--- src/rtl/cfdc_pkg.sv ---
// Types and constants for the cluster frustum/distance cull block.
// No dependencies.
package cfdc_pkg;

	localparam int COORD_BITS_DEF = 16;
	localparam int TALLY_BITS_DEF = 32;
	localparam int NUM_PLANES     = 6;
	localparam int NUM_AXES       = 3;
	localparam int REG_IDX_W      = 3;
	localparam int CFG_DATA_W     = 64;
	localparam int FIELD_W        = 16;
	localparam int FRAC_BITS      = 14;
	localparam int CLAMP_W        = 18;
	localparam int AXIS_CLAMP     = 1 << 17;
	localparam int SQ_W           = 2 * CLAMP_W;
	localparam int THR_SQ_W       = 2 * FIELD_W;
	localparam int CLUSTER_W      = 16;
	localparam int TREE_OUT_W     = 32;

	typedef enum logic [REG_IDX_W-1:0] {
		REG_PLANE_A,
		REG_PLANE_B,
		REG_PLANE_C,
		REG_PLANE_D,
		REG_PLANE_E,
		REG_PLANE_F,
		REG_CAMERA,
		REG_DISTANCE
	} reg_idx_t;

	typedef struct packed {
		logic signed [FIELD_W-1:0] w;
		logic signed [FIELD_W-1:0] nz;
		logic signed [FIELD_W-1:0] ny;
		logic signed [FIELD_W-1:0] nx;
	} plane_t;

	typedef struct packed {
		plane_t [NUM_PLANES-1:0]   plane;
		logic signed [FIELD_W-1:0] cam_z;
		logic signed [FIELD_W-1:0] cam_y;
		logic signed [FIELD_W-1:0] cam_x;
		logic [FIELD_W-1:0]        imp_dist;
		logic [FIELD_W-1:0]        cull_dist;
		logic                      lod_en;
		logic                      cull_en;
	} cfg_t;

endpackage

--- src/rtl/cfdc_cfg.sv ---
// Configuration register file: planes, camera position, distance settings.
// Depends on cfdc_pkg.
module cfdc_cfg import cfdc_pkg::*; (
	input  logic                  clk,
	input  logic                  arst_n,
	input  logic                  wr_en,
	input  logic [REG_IDX_W-1:0]  wr_index,
	input  logic [CFG_DATA_W-1:0] wr_data,
	output cfg_t                  cfg
);

	cfg_t cfg_q;

	always_ff @(posedge clk or negedge arst_n) begin
		if (!arst_n) begin
			cfg_q <= '0;
		end else if (wr_en) begin
			unique case (reg_idx_t'(wr_index)) inside
				REG_PLANE_A, REG_PLANE_B, REG_PLANE_C,
				REG_PLANE_D, REG_PLANE_E, REG_PLANE_F: begin
					cfg_q.plane[wr_index] <= plane_t'(wr_data);
				end
				REG_CAMERA: begin
					cfg_q.cam_x <= wr_data[15:0];
					cfg_q.cam_y <= wr_data[31:16];
					cfg_q.cam_z <= wr_data[47:32];
				end
				REG_DISTANCE: begin
					cfg_q.cull_dist <= wr_data[15:0];
					cfg_q.imp_dist  <= wr_data[31:16];
					cfg_q.cull_en   <= wr_data[32];
					cfg_q.lod_en    <= wr_data[33];
				end
				default: begin
				end
			endcase
		end
	end

	assign cfg = cfg_q;

endmodule

--- config.mk ---
export PLATFORM = sky130hd
export DESIGN_NAME = cfdc_cfg
export DESIGN_NICKNAME = d
export VERILOG_FILES = /design/src/rtl/cfdc_pkg.sv /design/src/rtl/cfdc_cfg.sv
export SDC_FILE = /design/constraint.sdc
export NUM_CORES = 1
export LEC_CHECK = 0
export BUFFER_PORTS_ARGS = -buffer_cell sky130_fd_sc_hd__buf_2
export CAP_MARGIN = 15
export CORE_ASPECT_RATIO = 0.8
export CORE_MARGIN = 8
export CORE_UTILIZATION = 40
export CTS_BUF_LIST = sky130_fd_sc_hd__clkbuf_2
export CTS_CLUSTER_SIZE = 12
export DETAILED_ROUTE_END_ITERATION = 10
export GPL_ROUTABILITY_DRIVEN = 1
export GPL_TIMING_DRIVEN = 1
export HOLD_SLACK_MARGIN = 0.12
export PLACE_DENSITY = 0.66
export SLEW_MARGIN = 20
export SYNTH_ARGS = -nofsm -noshare
export SYNTH_HDL_FRONTEND = slang
export SYNTH_SLANG_ARGS = --single-unit
--- constraint.sdc ---
create_clock -name clk -period 1.4 [get_ports clk]
set_input_delay 0.14 -clock clk [delete_from_list [all_inputs] [get_ports clk]]
set_output_delay 0.14 -clock clk [all_outputs]
set_load 0.02 [all_outputs]
==> flow_metrics.tcl <==
set metrics [dict create \
    ant_nets 0 \
    cp_cell_sequence "buf_6" \
    max_stage_delay_ns 0.45 \
    slew_headroom_pct 47.5 \
    clock_latency_ns 1.12 \
    ff2ff_path_depth 3 \
    cp_max_fo 2 \
    nNetsFinal 2125 \
    worstPathArrival_ns 1.74 \
    cts_made_buffers 114 \
    max_freq_ghz 0.532 \
    yosysWarnings 0 \
    synthTopCellsByCount "dfrtp_1, mux2_2, mux2_4" \
    syn-num-nets 1060 \
    synth_top_family_by_area "multiplexers" \
    timing.final.crit_share_pct 134 \
    clock_sinks 466 \
    pre_cts_slack_ns -0.186 \
    regArea_sq_um 11700 \
    fin_util_pct 64.6 \
    grt_setup_unrepaired "true" \
    synth_edf_count 0 \
    grt_antenna_before_repair 5 \
    hold_end "cfg[398]" \
    ir_drop_mv 1.06 \
    powerDensity_nw_per_um2 1590 \
    first_pass_iters 4 \
    die_h_microns 208 \
    globalplace.congestion 0.802 \
    n_fill_cell 3015 \
    grt_pass1_wl_microns 95600 \
    finalHoldViolations 0 \
    die_w_microns 256 \
    cts_buffer_depth 3 \
    setup_viol 467 \
    yosys.area.top_type "dfrtp_1" \
    finalWorstSetupSlack_ns -0.480 \
    synth_mux_area_share_pct 32.6 \
    coreArea_sq_um 45500 \
    worstHoldPathCells 5 \
    violations "setup timing" \
    finalCriticalPeriod_ns 1.88 \
    grt_max_degree 43 \
    grt-ovfl-total 0 \
    ys_seq_elements 466 \
    maxSlewViolCount 0 \
    worstMarginPinSlew_ns 0.785 \
    power_leakage_nw 14.4 \
    drc 0 \
    hp-class "in -> reg" \
    synthXorXnorAreaFrac_pct 0 \
    port_buffers 535 \
    wirelength_microns 64800 \
    cts_root_buffer "clkbuf_2" \
    path_buf_inv 1 \
    finalClockSkew_ns 0 \
    yosys_most_used_dff "dfrtp_1" \
    critPathKind "reg -> out" \
    ys_seq_area_share_pct 63.5 \
    drt-initial-drc-count 498 \
    htree_levels 3 \
    syn_area_sq_um 18400 \
    yosysMostFrequentCell "dfrtp_1" \
    ios 536 \
    wl_per_cell_microns 23.6 \
    cts_tree "done" \
    dp_hpwl_microns 38000 \
    synth_top_area_share_pct 63.5 \
    hp-start "wr_index[1]" \
    syn_to_final_growth_pct 60.1 \
    routed_via_density 4.83 \
    timing.rr.start "cfg[455]" \
    start_util_pct 40.3 \
    status "finished with violations" \
    rows 70 \
    yosys.area_share.simple_pct 0.497 \
    multi_input_area_sq_um 6120 \
    cap_violations 0 \
    rrSetupSlack_ns 0.22 \
    endpoint_kind "output port" \
    drive_gt1_share_pct 70.4 \
    grt_pass1_vias 14928 \
    avgSynthCellArea_sq_um 18.6 \
    synth_cell_types 11 \
    start_kind "flop" \
    synth.area.top_cells "dfrtp_1, mux2_4, mux2_2, buf_12, buf_6" \
    cp.required_ns 1.26 \
    synthArstFlopShare_pct 100 \
    syn_inst 990 \
    dieArea_sq_um 53100 \
    slowest_stage "dfrtp_1" \
    synthAdderAreaFrac_pct 0 \
    cts.clk_slew.worst_paths_ns 0.13 \
    largest_reg_flops 466 \
    vias 13272 \
    grt_usage_pct 23.1 \
    synth_compound_area_share_pct 0 \
    path_delay_family "flip-flops" \
    regToRegEndpoint "cfg[455]" \
]
cell families (layout without fill, tap and decap cells):
group | after synthesis | in the layout
muxes | 466 | 466
DFF | 466 | 466
buffers and inverters | 50 | 1189
and+or+nand+nor | 8 | 8
other | 0 | 8
worst max path at each step:
stage                    end  cells past startpoint        start  slack [ns]
floorplan           cfg[100]                      4  wr_index[1]        0.21
global placement    cfg[117]                      5  wr_index[1]       -0.15
detailed placement  cfg[113]                      5  wr_index[1]       -0.19
CTS                 cfg[249]                      1     cfg[249]       -0.64
global route        cfg[179]                      1     cfg[179]       -0.68
finish              cfg[393]                      1     cfg[393]       -0.48
cell usage in the layout (no fill, tap or decap):
| cell | n |
|---|---|
| diode_2 | 8 |
| buf_2 | 68 |
| buf_16 | 1 |
| nand4b_1 | 3 |
| buf_4 | 294 |
| buf_12 | 31 |
| inv_2 | 4 |
| clkinv_1 | 25 |
| nor4b_4 | 1 |
| clkbuf_16 | 1 |
| clkbuf_2 | 157 |
| buf_8 | 1 |
| mux2_4 | 200 |
| dlymetal6s4s_1 | 1 |
| and4bb_4 | 3 |
| dlygate4sd3_1 | 136 |
| clkinv_2 | 1 |
| nand4_4 | 1 |
| bufinv_16 | 3 |
| mux2_2 | 266 |
| dfrtp_1 | 466 |
| buf_6 | 466 |
routing by layer:
metal / routed length (microns) / part of all wire [%] / up-vias / global-route usage, %
met3: 4770 / 7.4 / 130 / 8.45
li1: - / - / 5707 / -
met5: 0 / 0 / - / 0
met4: 2190 / 3.4 / 0 / 8.64
met2: 33400 / 52 / 524 / 39.9
met1: 24500 / 38 / 6911 / 25.9
where the power goes:
| part | leakage, nW | internal (W) | switching [W] | total (W) |
|---|---|---|---|---|
| sequential | 5.59 | 0.0164 | 0.00251 | 0.0189 |
| clock | 0.755 | 0.00355 | 0.00563 | 0.00918 |
| combinational | 8.04 | 0.0107 | 0.00803 | 0.0187 |
area by class of cell:
| type | instances | share of cell area, % |
|---|---|---|
| Clock buffer | 157 | 2.67 |
| Sequential cell | 466 | 39.6 |
| Timing Repair Buffer | 999 | 33.5 |
| Antenna cell | 8 | 0.0681 |
| Clock inverter | 33 | 0.693 |
| Tap cell | 612 | 2.60 |
| Multi-Input combinational cell | 474 | 20.8 |
metrics by stage:
step / setup TNS, ns / total power [W] / instance area (sq um) / hold slack [ns] / std cells
after detailed placement: -27.25 / 0.0307 / 22200 / 0.111 / 2167
after floorplan: 0 / 0.0254 / 18400 / -0.156 / 990
after global placement: -18.55 / 0.0305 / 22200 / 0.111 / 2167
after CTS: -257.21 / 0.0457 / 28700 / 0.121 / 2646
final: -182.89 / 0.0468 / 29400 / 0.309 / 2749
after global routing: -277.45 / 0.0489 / 29400 / 0.153 / 2749
timing repair:
item	4_1_cts	5_1_grt
setup buffers	150	95
endpoints found under the setup margin	466	508
endpoints found under the hold margin	932	466
hold buffers	139	2
cloned	0	1
pin swaps	0	0
resized for setup	932	1
Note: power is estimated with default switching activity, not from simulation.
