`src/rtl/cfdc_pkg.sv`:
```
// Types and constants for the cluster frustum/distance cull block.
// No dependencies.
package cfdc_pkg;

	localparam int COORD_BITS_DEF = 16;
	localparam int TALLY_BITS_DEF = 32;
	localparam int NUM_PLANES     = 6;
	localparam int NUM_AXES       = 3;
	localparam int REG_IDX_W      = 3;
	localparam int CFG_DATA_W     = 64;
	localparam int FIELD_W        = 16;
	localparam int FRAC_BITS      = 14;
	localparam int CLAMP_W        = 18;
	localparam int AXIS_CLAMP     = 1 << 17;
	localparam int SQ_W           = 2 * CLAMP_W;
	localparam int THR_SQ_W       = 2 * FIELD_W;
	localparam int CLUSTER_W      = 16;
	localparam int TREE_OUT_W     = 32;

	typedef enum logic [REG_IDX_W-1:0] {
		REG_PLANE_A,
		REG_PLANE_B,
		REG_PLANE_C,
		REG_PLANE_D,
		REG_PLANE_E,
		REG_PLANE_F,
		REG_CAMERA,
		REG_DISTANCE
	} reg_idx_t;

	typedef struct packed {
		logic signed [FIELD_W-1:0] w;
		logic signed [FIELD_W-1:0] nz;
		logic signed [FIELD_W-1:0] ny;
		logic signed [FIELD_W-1:0] nx;
	} plane_t;

	typedef struct packed {
		plane_t [NUM_PLANES-1:0]   plane;
		logic signed [FIELD_W-1:0] cam_z;
		logic signed [FIELD_W-1:0] cam_y;
		logic signed [FIELD_W-1:0] cam_x;
		logic [FIELD_W-1:0]        imp_dist;
		logic [FIELD_W-1:0]        cull_dist;
		logic                      lod_en;
		logic                      cull_en;
	} cfg_t;

endpackage

```
`src/rtl/cfdc_judge.sv`:
```
// Decision and result stage: plane and distance compares, visibility,
// impostor flag, saturating pass totals. Depends on cfdc_pkg.
module cfdc_judge import cfdc_pkg::*; #(
	parameter int COORD_BITS = COORD_BITS_DEF,
	parameter int TALLY_BITS = TALLY_BITS_DEF
) (
	input  logic                          clk,
	input  logic                          arst_n,
	input  logic                          load,
	input  cfg_t                          cfg,
	input  logic signed [FIELD_W+COORD_BITS-1:0] prod_s2 [NUM_PLANES][NUM_AXES],
	input  logic [SQ_W-1:0]               sq_s2 [NUM_AXES],
	input  logic [THR_SQ_W-1:0]           cull_sq_s2,
	input  logic [THR_SQ_W-1:0]           imp_sq_s2,
	input  logic [FIELD_W-1:0]            radius_s2,
	input  logic [FIELD_W-1:0]            trees_s2,
	input  logic                          pass_s2,
	output logic                          cluster_visible,
	output logic                          use_impostor,
	output logic [FIELD_W-1:0]            trees_shown,
	output logic [CLUSTER_W-1:0]          visible_cluster_total,
	output logic [TREE_OUT_W-1:0]         visible_tree_total
);

	localparam int PW     = (FIELD_W + COORD_BITS + 3 > 33) ? FIELD_W + COORD_BITS + 3 : 33;
	localparam int TSUM_W = TALLY_BITS + 1;
	localparam logic [TREE_OUT_W-1:0] TREE_OUT_MAX = '1;

	logic signed [PW-1:0]   acc [NUM_PLANES];
	logic signed [PW-1:0]   lim;
	logic [NUM_PLANES-1:0]  behind;
	logic [SQ_W-1:0]        d2;
	logic                   far_cull;
	logic                   far_imp;
	logic                   vis;
	logic                   imp;

	logic [CLUSTER_W-1:0]   cluster_tally_q;
	logic [TALLY_BITS-1:0]  tree_tally_q;
	logic [CLUSTER_W-1:0]   c_base;
	logic [CLUSTER_W-1:0]   c_next;
	logic [TALLY_BITS-1:0]  t_base;
	logic [TALLY_BITS-1:0]  t_next;
	logic [TSUM_W-1:0]      t_sum;

	logic                   visible_q;
	logic                   impostor_q;
	logic [FIELD_W-1:0]     trees_q;

	always_comb begin
		lim = -(PW'($signed({1'b0, radius_s2})) <<< FRAC_BITS);
		for (int p = 0; p < NUM_PLANES; p++) begin
			acc[p] = PW'(prod_s2[p][0]) + PW'(prod_s2[p][1]) + PW'(prod_s2[p][2])
				+ (PW'(cfg.plane[p].w) <<< FRAC_BITS);
			behind[p] = acc[p] < lim;
		end
		d2       = sq_s2[0] + sq_s2[1] + sq_s2[2];
		far_cull = d2 > SQ_W'(cull_sq_s2);
		far_imp  = d2 > SQ_W'(imp_sq_s2);
		vis      = (trees_s2 != '0) && !(cfg.cull_en && (far_cull || (|behind)));
		imp      = vis && cfg.lod_en && far_imp;

		c_base = pass_s2 ? '0 : cluster_tally_q;
		t_base = pass_s2 ? '0 : tree_tally_q;
		c_next = (vis && (c_base != '1)) ? c_base + CLUSTER_W'(1) : c_base;
		t_sum  = {1'b0, t_base} + TSUM_W'(trees_s2);
		if (!vis)
			t_next = t_base;
		else if (t_sum[TALLY_BITS])
			t_next = '1;
		else
			t_next = t_sum[TALLY_BITS-1:0];
	end

	always_ff @(posedge clk or negedge arst_n) begin
		if (!arst_n) begin
			cluster_tally_q <= '0;
			tree_tally_q    <= '0;
		end else if (load) begin
			cluster_tally_q <= c_next;
			tree_tally_q    <= t_next;
		end
	end

	always_ff @(posedge clk) begin
		if (load) begin
			visible_q  <= vis;
			impostor_q <= imp;
			trees_q    <= vis ? trees_s2 : '0;
		end
	end

	assign cluster_visible       = visible_q;
	assign use_impostor          = impostor_q;
	assign trees_shown           = trees_q;
	assign visible_cluster_total = cluster_tally_q;
	assign visible_tree_total    = (tree_tally_q > TALLY_BITS'(TREE_OUT_MAX)) ?
		TREE_OUT_MAX : TREE_OUT_W'(tree_tally_q);

endmodule

```
`config.mk`:
```
export PLATFORM = sky130hd
export DESIGN_NAME = cfdc_judge
export DESIGN_NICKNAME = d
export VERILOG_FILES = /design/src/rtl/cfdc_pkg.sv /design/src/rtl/cfdc_judge.sv
export SDC_FILE = /design/constraint.sdc
export NUM_CORES = 1
export LEC_CHECK = 0
export BUFFER_PORTS_ARGS = -buffer_cell sky130_fd_sc_hd__buf_4
export CAP_MARGIN = 20
export CELL_PAD_IN_SITES_DETAIL_PLACEMENT = 1
export CELL_PAD_IN_SITES_GLOBAL_PLACEMENT = 2
export CORE_AREA = 2 2 510 512
export CTS_CLUSTER_DIAMETER = 80
export CTS_CLUSTER_SIZE = 14
export DETAILED_ROUTE_END_ITERATION = 16
export DIE_AREA = 0 0 512 514
export PLACE_DENSITY = 0.52
export SLEW_MARGIN = 20
export SYNTH_ARGS = -nofsm -noshare
export SYNTH_HDL_FRONTEND = slang
export SYNTH_SLANG_ARGS = --single-unit
```
`constraint.sdc`:
```
create_clock -name clk -period 8.5 [get_ports clk]
set_input_delay 0.85 -clock clk [delete_from_list [all_inputs] [get_ports clk]]
set_output_delay 0.85 -clock clk [all_outputs]
set_load 0.01 [all_outputs]
```
==> load_flow_metrics.sql, run 1 <==
INSERT INTO impl_metrics (metric_group, metric, value, unit) VALUES
('sta', 'finalSetupViolCount', '0', ''),
('cts', 'clkLatencyLatePin', '350', 'ps'),
('global_route', 'grt_first_pass_wirelength', '254', 'mm'),
('power_and_ir_drop', 'pwr-share-comb', '0.893', ''),
('placed_design', 'io_buffer_count', '947', ''),
('power_and_ir_drop', 'total_switching_power', '3740', 'µW'),
('yosys', 'yosys_register_bits', '66', ''),
('placed_design', 'detailedPlace.worstSlack', '-493', 'ps'),
('min_path', 'worst_hold_path_class', 'reg -> reg', ''),
('yosys', 'synthCells', '3721', ''),
('global_route', 'grt.overflow.total', '0', ''),
('placed_design', 'gp_congestion', '1.06', ''),
('cts', 'cts.root.buffer_cell', 'sky130_fd_sc_hd__clkbuf_16', ''),
('critical_path', 'crit_path_start', 'cfg[327]', ''),
('sta', 'worst_clock_skew', '12.7', 'ps'),
('power_and_ir_drop', 'clock_power_share', '0.050', ''),
('critical_path', 'max_stage_delay', '560', 'ps'),
('power_and_ir_drop', 'power.share.switching', '0.530', ''),
('critical_path', 'crit_path_frequent_cell', 'sky130_fd_sc_hd__buf_4', ''),
('power_and_ir_drop', 'power.static_leakage', '0.0226', 'µW'),
('yosys', 'synth-warning-count', '0', ''),
('power_and_ir_drop', 'seq_power_share', '0.057', ''),
('critical_path', 'critPathArrivalTime', '8200', 'ps'),
('detailed_routing', 'via_per_inst', '3.63', ''),
('die', 'chip_height', '514', 'µm'),
('sta', 'relSlewSlack', '0.325', ''),
('cts', 'cts_sinks', '66', ''),
('power_and_ir_drop', 'power.total', '7060', 'µW'),
('cts', 'cts_buffers', '9', ''),
('yosys', 'syn-cell-area', '29800', 'µm²'),
('detailed_routing', 'via_count', '29700', ''),
('die', 'die_w', '512', 'µm'),
('yosys', 'synth.net_count', '5820', ''),
('cts', 'hold_buffers', '0', ''),
('yosys', 'synth_cell_types', '82', ''),
('die', 'floorplan.die_area', '263000', 'µm²'),
('critical_path', 'critPathMaxFanout', '7', ''),
('cts', 'clk_pin_slew', '60', 'ps'),
('final_layout', 'total_nets_final', '6835', ''),
('global_route', 'vias_in_the_first_global_route', '32800', ''),
('detailed_routing', 'firstDrtPassIters', '5', ''),
('critical_path', 'crit_type', 'in -> reg', ''),
('yosys', 'synth_edf_count', '18', ''),
('cts', 'cts-root-to-sink-buffers', '2', ''),
('sta', 'fin_crit', '7980', 'ps'),
('global_route', 'grt_max_degree', '55', ''),
('yosys', 'average_instance_area_after_synthesis', '8.01', 'µm²'),
('sta', 'worst_hold_slack', '530', 'ps'),
('sta', 'min_period_over_period', '0.938', ''),
('sta', 'final_critical_path_setup_slack', '523', 'ps'),
('sta', 'timing_max_transition_violations_final', '0', ''),
('detailed_routing', 'avgRoutedWirePerCell', '22.4', 'µm'),
('detailed_routing', 'drt_iter0_drc', '1025', ''),
('critical_path', 'worstSetupStartpointType', 'input port', ''),
('run_status', 'run_status', 'complete, no violations', ''),
('detailed_routing', 'drt_wl_total', '183', 'mm'),
('placed_design', 'place_hpwl', '169', 'mm'),
('critical_path', 'critical-path-slowest-cell', 'sky130_fd_sc_hd__fa_1', ''),
('die', 'placement_rows', '187', ''),
('cts', 'clock_tree.htree_level_count', '3', ''),
('min_path', 'hp-start', 'tree_tally_q[0]', ''),
('die', 'core_area', '258000', 'µm²'),
('detailed_routing', 'drc', '0', ''),
('sta', 'final_hold_vio_count', '0', ''),
('sta', 'rsz_0062_raised_after_global_routing', 'false', ''),
('sta', 'achievable-frequency', '125', 'MHz'),
('global_route', 'global_route.usage.total', '0.136', ''),
('power_and_ir_drop', 'internal-power', '3320', 'µW'),
('power_and_ir_drop', 'ir_drop', '0.0991', 'mV'),
('critical_path', 'worst_ep_required_time', '8730', 'ps'),
('power_and_ir_drop', 'power_density_over_cell_area', '166', 'nW/µm²'),
('yosys', 'synth_top_flop_cell', 'sky130_fd_sc_hd__dfrtp_1', ''),
('yosys', 'synth_async_sr_flop_share', '0.727', ''),
('final_layout', 'final_layout_size_suffix_gt1_frac', '0.238', ''),
('critical_path', 'critical_path.reg2reg.startpoint', 'visible_cluster_total[0]', ''),
('sta', 'worst_pin_slew', '1010', 'ps'),
('yosys', 'seq_area_frac_synth', '0.0585', ''),
('global_route', 'antenna_found_initial', '114', ''),
('final_layout', 'syn2layout_area_growth', '42.5', '%'),
('cts', 'tritoncts', 'done', ''),
('run', 'maxCapViolCount', '0', ''),
('die', 'pin_count', '1316', ''),
('critical_path', 'critical_path.endpoint_type', 'flip-flop', ''),
('die', 'initial_core_util', '0.115', ''),
('detailed_routing', 'postRouteAntennaNets', '0', '');
==> cells in the mapped netlist (52+ instances only) <==
master	n	area share
sky130_fd_sc_hd__nand2_1	147	0.019
sky130_fd_sc_hd__a21o_1	123	0.031
sky130_fd_sc_hd__nand3_1	63	0.011
sky130_fd_sc_hd__nor2_1	132	0.017
sky130_fd_sc_hd__xor2_1	60	0.018
sky130_fd_sc_hd__o21ai_0	124	0.021
sky130_fd_sc_hd__xnor2_1	104	0.031
sky130_fd_sc_hd__ha_1	506	0.21
sky130_fd_sc_hd__inv_1	1109	0.14
sky130_fd_sc_hd__a21oi_1	207	0.035
sky130_fd_sc_hd__fa_1	343	0.23
sky130_fd_sc_hd__nor3_1	52	0.0087
==> path summary, 6_finish.rpt <==
| kind | slack (ps) | cells after the start | end |
|---|---|---|---|
| max in group asynchronous | 7400 | 1 | tree_tally_q[24] |
| setup reg to reg | 4770 | 15 | visible_cluster_total[11] |
| min in group asynchronous | 580 | 1 | visible_cluster_total[2] |
| setup / recovery | 520 | 31 | visible_cluster_total[2] |
| hold / removal | 530 | 1 | tree_tally_q[0] |
| hold reg to reg | 530 | 1 | tree_tally_q[0] |
==> power groups by stage <==
stage	registers (µW)	logic (µW)	clock network (µW)
6_report	404	6300	353
5_1_grt	410	7200	377
4_1_cts	404	6450	365
3_5_place_dp	408	6400	0
3_3_place_gp	407	6300	0
2_1_floorplan	409	3810	0
==> per-layer routing <==
metal	GRT usage	wire, µm
met5	0	371
met4	0.0314	5430
met2	0.224	82700
met1	0.172	81100
met3	0.0414	13600
==> logic make-up after synthesis <==
group                    after synthesis  synth area share
adder cells (fa/ha/maj)              849             0.443
AO/OA/AOI/OAI                        837             0.192
XOR/XNOR                             164            0.0482
AND/OR/NAND/NOR                      651             0.111
multiplexers                           6           0.00202
buffers and inverters               1148             0.146
flip-flops                            66            0.0585
==> stage by stage <==
step	std cells	util	TNS (ps)	cell area, µm²
floorplan	3721	-	0	29800
global placement	8124	0.163	-16900	42000
detailed placement	8126	0.163	-20710	42000
CTS	8142	0.164	0	42300
global route	8169	0.164	0	42400
finish	8184	0.165	0	42500
==> critical path, delay by kind of cell <==
kind                       cells  cell delay (ps)
AOI/OAI and AO/OA             13             2740
adders and majority gates      4             1620
and+or+nand+nor                4             1390
buffers and inverters          9             1350
muxes                          1              240
==> flip-flops by register name, indices dropped and copies added (netlist names) <==
signal,cells
cluster_visible,1
tree_tally_q,32
trees_shown,16
use_impostor,1
visible_cluster_total,16
==> cell usage in the layout (no fill, tap or decap), types with 29 or more instances in the layout <==
| cell type | Yosys | routed |
|---|---|---|
| sky130_fd_sc_hd__dfrtp_1 | 48 | 48 |
| sky130_fd_sc_hd__nor2_1 | 132 | 132 |
| sky130_fd_sc_hd__xor2_1 | 60 | 49 |
| sky130_fd_sc_hd__and3_1 | 33 | 33 |
| sky130_fd_sc_hd__o21ai_0 | 124 | 121 |
| sky130_fd_sc_hd__buf_4 | 1 | 1035 |
| sky130_fd_sc_hd__diode_2 | 0 | 41 |
| sky130_fd_sc_hd__inv_1 | 1109 | 1109 |
| sky130_fd_sc_hd__nand3_1 | 63 | 63 |
| sky130_fd_sc_hd__nor3_1 | 52 | 52 |
| sky130_fd_sc_hd__ha_1 | 506 | 506 |
| sky130_fd_sc_hd__nand2_1 | 147 | 147 |
| sky130_fd_sc_hd__and2_1 | 29 | 29 |
| sky130_fd_sc_hd__fa_1 | 343 | 343 |
| sky130_fd_sc_hd__nand4_1 | 41 | 41 |
| sky130_fd_sc_hd__a21oi_1 | 207 | 204 |
| sky130_fd_sc_hd__o21a_1 | 51 | 51 |
| sky130_fd_sc_hd__nor2b_1 | 49 | 49 |
| sky130_fd_sc_hd__a21o_1 | 123 | 123 |
| sky130_fd_sc_hd__xnor2_1 | 104 | 102 |
==> area by class of cell <==
type,count,area [µm²]
clock buffers,12,236
repair buffers,1042,7890
inverters,1110,4170
diodes,41,103
multi-input cells,2507,24000
fillers,31000,216000
well taps,3402,4260
clock inverters,4,18.8
flip-flops and latches,66,1740
==> what timing repair did <==
action                                  4_1_cts  5_1_grt
endpoints found under the setup margin       38       66
setup buffers                                 0        1
resized for setup                             2       21
pin swaps                                     0        3
(Power assumes the default switching activity.)
==> run 2, diff against run 1 <==
--- a/config.mk
+++ b/config.mk
@@ -14,7 +14,7 @@
 export CTS_CLUSTER_SIZE = 14
 export DETAILED_ROUTE_END_ITERATION = 16
 export DIE_AREA = 0 0 512 514
-export PLACE_DENSITY = 0.52
+export PLACE_DENSITY_LB_ADDON = 0.1
 export SLEW_MARGIN = 20
 export SYNTH_ARGS = -nofsm -noshare
 export SYNTH_HDL_FRONTEND = slang
==> load_flow_metrics.sql, run 2 (synthesized netlist as in run 1, its figures left out) <==
INSERT INTO impl_metrics (metric_group, metric, value, unit) VALUES
('die', 'initial_core_util', '0.115', ''),
('power_and_ir_drop', 'pwr-share-comb', '0.875', ''),
('die', 'placement_rows', '187', ''),
('cts', 'tritoncts', 'done', ''),
('critical_path', 'worst_ep_required_time', '8750', 'ps'),
('critical_path', 'critPathArrivalTime', '8170', 'ps'),
('detailed_routing', 'avgRoutedWirePerCell', '22.6', 'µm'),
('global_route', 'global_route.usage.total', '0.138', ''),
('detailed_routing', 'via_per_inst', '3.59', ''),
('critical_path', 'max_stage_delay', '560', 'ps'),
('power_and_ir_drop', 'power.share.switching', '0.522', ''),
('final_layout', 'layout.cells.most_common_list', 'sky130_fd_sc_hd__inv_1 (1109), sky130_fd_sc_hd__buf_4 (1044), sky130_fd_sc_hd__ha_1 (506)', ''),
('die', 'die_w', '512', 'µm'),
('sta', 'achievable-frequency', '126', 'MHz'),
('detailed_routing', 'via_count', '29400', ''),
('critical_path', 'r2r-end', 'tree_tally_q[23]', ''),
('placed_design', 'io_buffer_count', '947', ''),
('final_layout', 'largest_register_ffs', '32', ''),
('sta', 'final_hold_vio_count', '0', ''),
('die', 'chip_height', '514', 'µm'),
('cts', 'clk_pin_slew', '60', 'ps'),
('cts', 'clkLatencyLatePin', '370', 'ps'),
('final_layout', 'final_layout_size_suffix_gt1_frac', '0.239', ''),
('final_layout', 'final_common_cell', 'sky130_fd_sc_hd__inv_1', ''),
('cts', 'cts_sinks', '66', ''),
('detailed_routing', 'postRouteAntennaNets', '0', ''),
('power_and_ir_drop', 'power_density_over_cell_area', '166', 'nW/µm²'),
('sta', 'relSlewSlack', '0.311', ''),
('power_and_ir_drop', 'total_switching_power', '3680', 'µW'),
('cts', 'clock_tree.htree_level_count', '3', ''),
('min_path', 'hp-start', 'tree_tally_q[13]', ''),
('global_route', 'grt_max_degree', '50', ''),
('critical_path', 'reg2reg_depth', '13', ''),
('run_status', 'run_status', 'complete, no violations', ''),
('sta', 'min_period_over_period', '0.931', ''),
('cts', 'cts.root.buffer_cell', 'sky130_fd_sc_hd__clkbuf_16', ''),
('min_path', 'worst_hold_path_class', 'reg -> reg', ''),
('final_layout', 'fin_cells', '8180', ''),
('critical_path', 'setup_slack_of_the_worst_register_to_register_path', '4280', 'ps'),
('min_path', 'hold_depth', '1', ''),
('final_layout', 'total_nets_final', '6840', ''),
('critical_path', 'critical_path.endpoint_type', 'flip-flop', ''),
('cts', 'cts_buffers', '9', ''),
('min_path', 'hold-path-endpoint', 'tree_tally_q[13]', ''),
('critical_path', 'crit_type', 'in -> reg', ''),
('die', 'floorplan.die_area', '263000', 'µm²'),
('critical_path', 'critPathMaxFanout', '14', ''),
('die', 'pin_count', '1316', ''),
('detailed_routing', 'drt_iter0_drc', '950', ''),
('global_route', 'grt_first_pass_wirelength', '258', 'mm'),
('global_route', 'vias_in_the_first_global_route', '32800', ''),
('sta', 'fin_crit', '7910', 'ps'),
('power_and_ir_drop', 'clock_power_share', '0.066', ''),
('critical_path', 'critical_path.reg2reg.startpoint', 'tree_tally_q[1]', ''),
('sta', 'worst_clock_skew', '7.29', 'ps'),
('detailed_routing', 'firstDrtPassIters', '5', ''),
('cts', 'cts-root-to-sink-buffers', '2', ''),
('sta', 'tns', '0', 'ps'),
('final_layout', 'syn2layout_area_growth', '42.6', '%'),
('power_and_ir_drop', 'ir_drop', '0.0934', 'mV'),
('sta', 'final_critical_path_setup_slack', '585', 'ps'),
('run', 'maxCapViolCount', '0', ''),
('global_route', 'antenna_found_initial', '99', ''),
('global_route', 'grt.overflow.total', '0', ''),
('critical_path', 'critical-path-slowest-cell', 'sky130_fd_sc_hd__o41a_2', ''),
('sta', 'finalSetupViolCount', '0', ''),
('detailed_routing', 'drc', '0', ''),
('die', 'core_area', '258000', 'µm²'),
('detailed_routing', 'drt_wl_total', '185', 'mm'),
('final_layout', 'final_area', '42500', 'µm²'),
('placed_design', 'post_dp_cell_area', '42000', 'µm²'),
('placed_design', 'gp_congestion', '0.872', ''),
('placed_design', 'cell_count_after_placement', '8131', ''),
('final_layout', 'top_register', 'tree_tally_q', ''),
('cts', 'hold_buffers', '0', ''),
('placed_design', 'place_hpwl', '172', 'mm'),
('placed_design', 'detailedPlace.worstSlack', '-410', 'ps'),
('power_and_ir_drop', 'power.static_leakage', '0.0227', 'µW'),
('critical_path', 'crit_path_frequent_cell', 'sky130_fd_sc_hd__buf_4', ''),
('sta', 'timing_max_transition_violations_final', '0', ''),
('critical_path', 'worstSetupStartpointType', 'input port', ''),
('power_and_ir_drop', 'internal-power', '3360', 'µW'),
('power_and_ir_drop', 'seq_power_share', '0.059', ''),
('sta', 'worst_pin_slew', '1020', 'ps');
==> run 2: cell count changes in the layout (fill, tap and decap cells not counted), sizes merged <==
| cell | before | now |
|---|---|---|
| clkbuf | 12 | 10 |
| clkinvlp | 0 | 2 |
| inv | 1109 | 1110 |
| diode | 41 | 32 |
| buf | 1041 | 1047 |
| clkinv | 5 | 1 |
| clkdlybuf4s18 | 1 | 0 |
| bufinv | 0 | 3 |
==> run 2: worst max path at each step <==
| stage | startpoint | end | slack (ps) | depth (start not counted) |
|---|---|---|---|---|
| after floorplan | prod_s2[386] | tree_tally_q[20] | 1700 | 29 |
| after global placement | prod_s2[390] | trees_shown[5] | -480 | 32 |
| after detailed placement | prod_s2[390] | trees_shown[2] | -410 | 32 |
| after CTS | prod_s2[386] | tree_tally_q[27] | 40 | 35 |
| after global routing | prod_s2[386] | visible_cluster_total[11] | -8 | 35 |
| final | prod_s2[386] | visible_cluster_total[11] | 590 | 35 |
==> run 2: what timing repair did <==
action,4_1_cts,5_1_grt
setup endpoints to repair,20,65
resized for setup,1,18
buffers inserted,0,1
cloned,0,0
pin swaps,0,1
==> run 2: layout make-up <==
type	count	area, µm²
Timing Repair Buffer	1047	7900
Tap cell	3402	4260
Sequential cell	66	1740
Fill cell	30800	216000
Clock inverter	6	114
Antenna cell	32	80.1
Clock buffer	10	229
Inverter	1110	4170
Multi-Input combinational cell	2507	24000
==> run 2: per-stage QoR <==
stage                     utilization  power, µW  hold WS [ps]
after floorplan                     -       4220           534
after global placement          0.163       6740           504
after detailed placement        0.163       6730           514
after CTS                       0.164       7260           535
after global routing            0.164       8010           554
final                           0.165       7040           534
==> run 2: power by group through the flow <==
| stage | clock network [µW] | registers (µW) | logic [µW] |
|---|---|---|---|
| floorplan | 0 | 409 | 3810 |
| global placement | 0 | 420 | 6320 |
| detailed placement | 0 | 418 | 6310 |
| CTS | 483 | 414 | 6370 |
| global route | 493 | 420 | 7090 |
| finish | 463 | 414 | 6160 |
==> run 2: worst max-delay path: cells and delay by family <==
family	cells	cell delay (ps)
simple gates	4	470
fa+ha+maj	4	1460
compound gates	18	4150
buf+inv	9	1220
==> run 2: per-layer routing <==
metal / global-route usage / share of wire
met1: 0.192 / 0.48
met2: 0.213 / 0.43
met3: 0.0407 / 0.074
met4: 0.0194 / 0.014
met5: 0 / 0.0021
==> run 3, diff against run 2 <==
--- a/config.mk
+++ b/config.mk
@@ -5,15 +5,16 @@
 export SDC_FILE = /design/constraint.sdc
 export NUM_CORES = 1
 export LEC_CHECK = 0
+export ABC_AREA = 1
 export BUFFER_PORTS_ARGS = -buffer_cell sky130_fd_sc_hd__buf_4
 export CAP_MARGIN = 20
 export CELL_PAD_IN_SITES_DETAIL_PLACEMENT = 1
 export CELL_PAD_IN_SITES_GLOBAL_PLACEMENT = 2
-export CORE_AREA = 2 2 510 512
+export CORE_AREA = 2 2 513 515
 export CTS_CLUSTER_DIAMETER = 80
 export CTS_CLUSTER_SIZE = 14
 export DETAILED_ROUTE_END_ITERATION = 16
-export DIE_AREA = 0 0 512 514
+export DIE_AREA = 0 0 515 517
 export PLACE_DENSITY_LB_ADDON = 0.1
 export SLEW_MARGIN = 20
 export SYNTH_ARGS = -nofsm -noshare
==> load_flow_metrics.sql, run 3 <==
INSERT INTO impl_metrics (metric_group, metric, value, unit) VALUES
('die', 'die_w', '515', 'µm'),
('placed_design', 'cell_count_after_placement', '8975', ''),
('yosys', 'synth_cell_types', '60', ''),
('global_route', 'gr-usage-met1', '0.171', ''),
('sta', 'worst_clock_skew', '14.0', 'ps'),
('cts', 'hold_buffers', '0', ''),
('final_layout', 'final_layout_size_suffix_gt1_frac', '0.183', ''),
('sta', 'fin_crit', '6920', 'ps'),
('sta', 'final_hold_vio_count', '0', ''),
('sta', 'min_period_over_period', '0.814', ''),
('final_layout', 'final_common_cell', 'sky130_fd_sc_hd__inv_1', ''),
('critical_path', 'worst_ep_required_time', '8760', 'ps'),
('cts', 'clock_tree.htree_level_count', '3', ''),
('final_layout', 'total_nets_final', '7665', ''),
('placed_design', 'gp_congestion', '0.881', ''),
('sta', 'tns', '0', 'ps'),
('yosys', 'seq_area_frac_synth', '0.0546', ''),
('final_layout', 'fin_cells', '9009', ''),
('critical_path', 'critPathArrivalTime', '7180', 'ps'),
('global_route', 'vias_in_the_first_global_route', '36200', ''),
('yosys', 'synth_largest_type_area_fraction', '0.215', ''),
('final_layout', 'number_of_filler_instances_in_the_final_layout', '31800', ''),
('cts', 'cts_buffers', '9', ''),
('yosys', 'synthCells', '4628', ''),
('yosys', 'synth_edf_count', '18', ''),
('placed_design', 'io_buffer_count', '947', ''),
('global_route', 'grt_max_degree', '74', ''),
('sta', 'relSlewSlack', '0.348', ''),
('final_layout', 'layout.cells.most_common_list', 'sky130_fd_sc_hd__inv_1 (1403), sky130_fd_sc_hd__buf_4 (961), sky130_fd_sc_hd__nand2_1 (698)', ''),
('global_route', 'grt.overflow.total', '0', ''),
('final_layout', 'area_of_the_multi_input_gates', '24900', 'µm²'),
('detailed_routing', 'drc', '0', ''),
('final_layout', 'syn2layout_area_growth', '37.1', '%'),
('sta', 'worst_pin_slew', '978', 'ps'),
('detailed_routing', 'postRouteAntennaNets', '0', ''),
('detailed_routing', 'drt_iter0_drc', '891', ''),
('detailed_routing', 'via_per_inst', '3.60', ''),
('power_and_ir_drop', 'power.static_leakage', '0.0241', 'µW'),
('global_route', 'global_route.usage.total', '0.135', ''),
('yosys', 'most_used_standard_cell_by_instance_count_after_synthesis', 'sky130_fd_sc_hd__inv_1', ''),
('critical_path', 'setup_slack_of_the_worst_register_to_register_path', '4520', 'ps'),
('yosys', 'synth.net_count', '6727', ''),
('critical_path', 'critical_path.reg2reg.startpoint', 'tree_tally_q[0]', ''),
('die', 'core_area', '261000', 'µm²'),
('final_layout', 'seqCellArea', '1740', 'µm²'),
('sta', 'finalSetupViolCount', '0', ''),
('yosys', 'yosys-top-cells-count', 'sky130_fd_sc_hd__inv_1 (1403), sky130_fd_sc_hd__nand2_1 (698), sky130_fd_sc_hd__ha_1 (506), sky130_fd_sc_hd__a21oi_1 (343), sky130_fd_sc_hd__fa_1 (343)', ''),
('power_and_ir_drop', 'ir_drop', '0.0602', 'mV'),
('min_path', 'hold-path-endpoint', 'tree_tally_q[11]', ''),
('min_path', 'hold_depth', '2', ''),
('yosys', 'yosys-top-cells-area', 'sky130_fd_sc_hd__fa_1 (22%), sky130_fd_sc_hd__ha_1 (20%), sky130_fd_sc_hd__inv_1 (17%)', ''),
('sta', 'worst_hold_slack', '514', 'ps'),
('critical_path', 'crit_type', 'in -> reg', ''),
('placed_design', 'place_hpwl', '172', 'mm'),
('yosys', 'syn-cell-area', '31900', 'µm²'),
('detailed_routing', 'via_count', '32500', ''),
('die', 'pin_count', '1316', ''),
('global_route', 'use_met3', '0.0411', ''),
('yosys', 'synth_top_flop_cell', 'sky130_fd_sc_hd__dfrtp_1', ''),
('yosys', 'cell_type_with_the_largest_total_area_after_synthesis', 'sky130_fd_sc_hd__fa_1', ''),
('critical_path', 'critical_path.endpoint_type', 'flip-flop', ''),
('yosys', 'yosys_register_bits', '66', ''),
('global_route', 'grt_first_pass_wirelength', '259', 'mm'),
('min_path', 'hp-start', 'tree_tally_q[11]', ''),
('cts', 'clk_pin_slew', '60', 'ps'),
('run_status', 'run_status', 'complete, no violations', ''),
('final_layout', 'top_register', 'tree_tally_q', ''),
('critical_path', 'max_stage_delay', '520', 'ps'),
('power_and_ir_drop', 'power_density_over_cell_area', '166', 'nW/µm²'),
('cts', 'cts-root-to-sink-buffers', '2', ''),
('global_route', 'grt-busiest-layer', 'met2', ''),
('detailed_routing', 'drt_wl_total', '185', 'mm'),
('cts', 'clkLatencyLatePin', '380', 'ps'),
('sta', 'achievable-frequency', '144', 'MHz'),
('run', 'maxCapViolCount', '0', ''),
('global_route', 'grt_use_met2', '0.230', ''),
('detailed_routing', 'avgRoutedWirePerCell', '20.5', 'µm'),
('die', 'chip_height', '517', 'µm'),
('sta', 'rsz_0062_raised_after_global_routing', 'false', ''),
('cts', 'cts.root.buffer_cell', 'sky130_fd_sc_hd__clkbuf_16', ''),
('critical_path', 'crit_path_frequent_cell', 'sky130_fd_sc_hd__nand2_1', ''),
('critical_path', 'critPathMaxFanout', '30', ''),
('yosys', 'synth-warning-count', '0', ''),
('power_and_ir_drop', 'power.total', '7250', 'µW'),
('critical_path', 'reg2reg_depth', '20', ''),
('min_path', 'worst_hold_path_class', 'reg -> reg', ''),
('yosys', 'average_instance_area_after_synthesis', '6.89', 'µm²'),
('critical_path', 'worstSetupStartpointType', 'input port', ''),
('critical_path', 'r2r-end', 'tree_tally_q[22]', ''),
('final_layout', 'largest_register_ffs', '32', ''),
('die', 'placement_rows', '188', ''),
('critical_path', 'critical-path-slowest-cell', 'sky130_fd_sc_hd__fa_1', ''),
('sta', 'timing_max_transition_violations_final', '0', ''),
('die', 'initial_core_util', '0.122', ''),
('yosys', 'synth_async_sr_flop_share', '0.727', ''),
('global_route', 'antenna_found_initial', '87', ''),
('cts', 'cts.repair.resized', '0', ''),
('cts', 'tritoncts', 'done', ''),
('die', 'floorplan.die_area', '266000', 'µm²'),
('cts', 'cts_sinks', '66', ''),
('cts', 'post-cts-setup-buffers', '0', ''),
('detailed_routing', 'firstDrtPassIters', '5', '');
[run 3: cell types whose count changed in the layout (fill, tap and decap cells not counted), moves of 33 or more]
cell                      delta
sky130_fd_sc_hd__a21o_1    -102
sky130_fd_sc_hd__a21oi_1   +136
sky130_fd_sc_hd__and3_1     -33
sky130_fd_sc_hd__buf_4      -83
sky130_fd_sc_hd__inv_1     +294
sky130_fd_sc_hd__nand2_1   +551
sky130_fd_sc_hd__nand3_1   +107
sky130_fd_sc_hd__nor2_1    +187
sky130_fd_sc_hd__nor2b_1    -49
sky130_fd_sc_hd__o21ai_0    +45
sky130_fd_sc_hd__xnor2_1    -50
sky130_fd_sc_hd__xor2_1     +84
[run 3: cells by family after synthesis]
kind of cell / after synthesis / share of synthesized area
adders and majority gates: 849 / 0.414
buffers and inverters: 1441 / 0.172
xor gates and xnor gates: 195 / 0.0536
DFF: 66 / 0.0546
and+or+nand+nor: 1375 / 0.181
AOI/OAI and AO/OA: 702 / 0.125
[run 3: critical path: cells and delay by family]
family                     cells  cell delay [ps]
buffers and inverters          8              950
AOI/OAI and AO/OA             12             2800
adders and majority gates      4             1460
and+or+nand+nor               13             1000
xor gates and xnor gates       1               80
[run 3: worst max-delay path by stage]
stage                 start                to  slack, ps  cells after the start
6_report       prod_s2[290]   tree_tally_q[9]       1580                     38
5_1_grt        prod_s2[290]   tree_tally_q[9]        780                     41
4_1_cts          prod_s2[2]  tree_tally_q[22]       1390                     44
3_5_place_dp     prod_s2[2]  tree_tally_q[22]        980                     44
3_3_place_gp     prod_s2[2]   tree_tally_q[9]        970                     44
2_1_floorplan  prod_s2[194]      use_impostor       2940                     37
[run 3: layout make-up]
cell class | instances | share of cell area
Sequential cell | 66 | 0.0398
Antenna cell | 18 | 0.00103
Clock buffer | 12 | 0.00564
Multi-Input combinational cell | 3121 | 0.569
Timing Repair Buffer | 962 | 0.165
Inverter | 1406 | 0.121
Clock inverter | 4 | 0.000429
Tap cell | 3420 | 0.0979
[run 3: power breakdown]
| group | total, µW | switching, µW | internal, µW |
|---|---|---|---|
| clock | 381 | 177 | 203 |
| sequential | 394 | 32.8 | 361 |
| combinational | 6470 | 4010 | 2460 |
[run 3: per-layer routing]
metal	part of all wire	up-vias
met5	0.0030	-
met2	0.47	728
met1	0.45	15300
li1	-	16200
met3	0.070	157
met4	0.012	92
[run 3: metrics by stage]
stage	util	worst slack [ps]	area, µm²
6_report	0.167	1580	43700
5_1_grt	0.167	775	43700
4_1_cts	0.167	1390	43700
3_5_place_dp	0.166	976	43400
3_3_place_gp	0.166	967	43400
2_1_floorplan	-	2940	31900
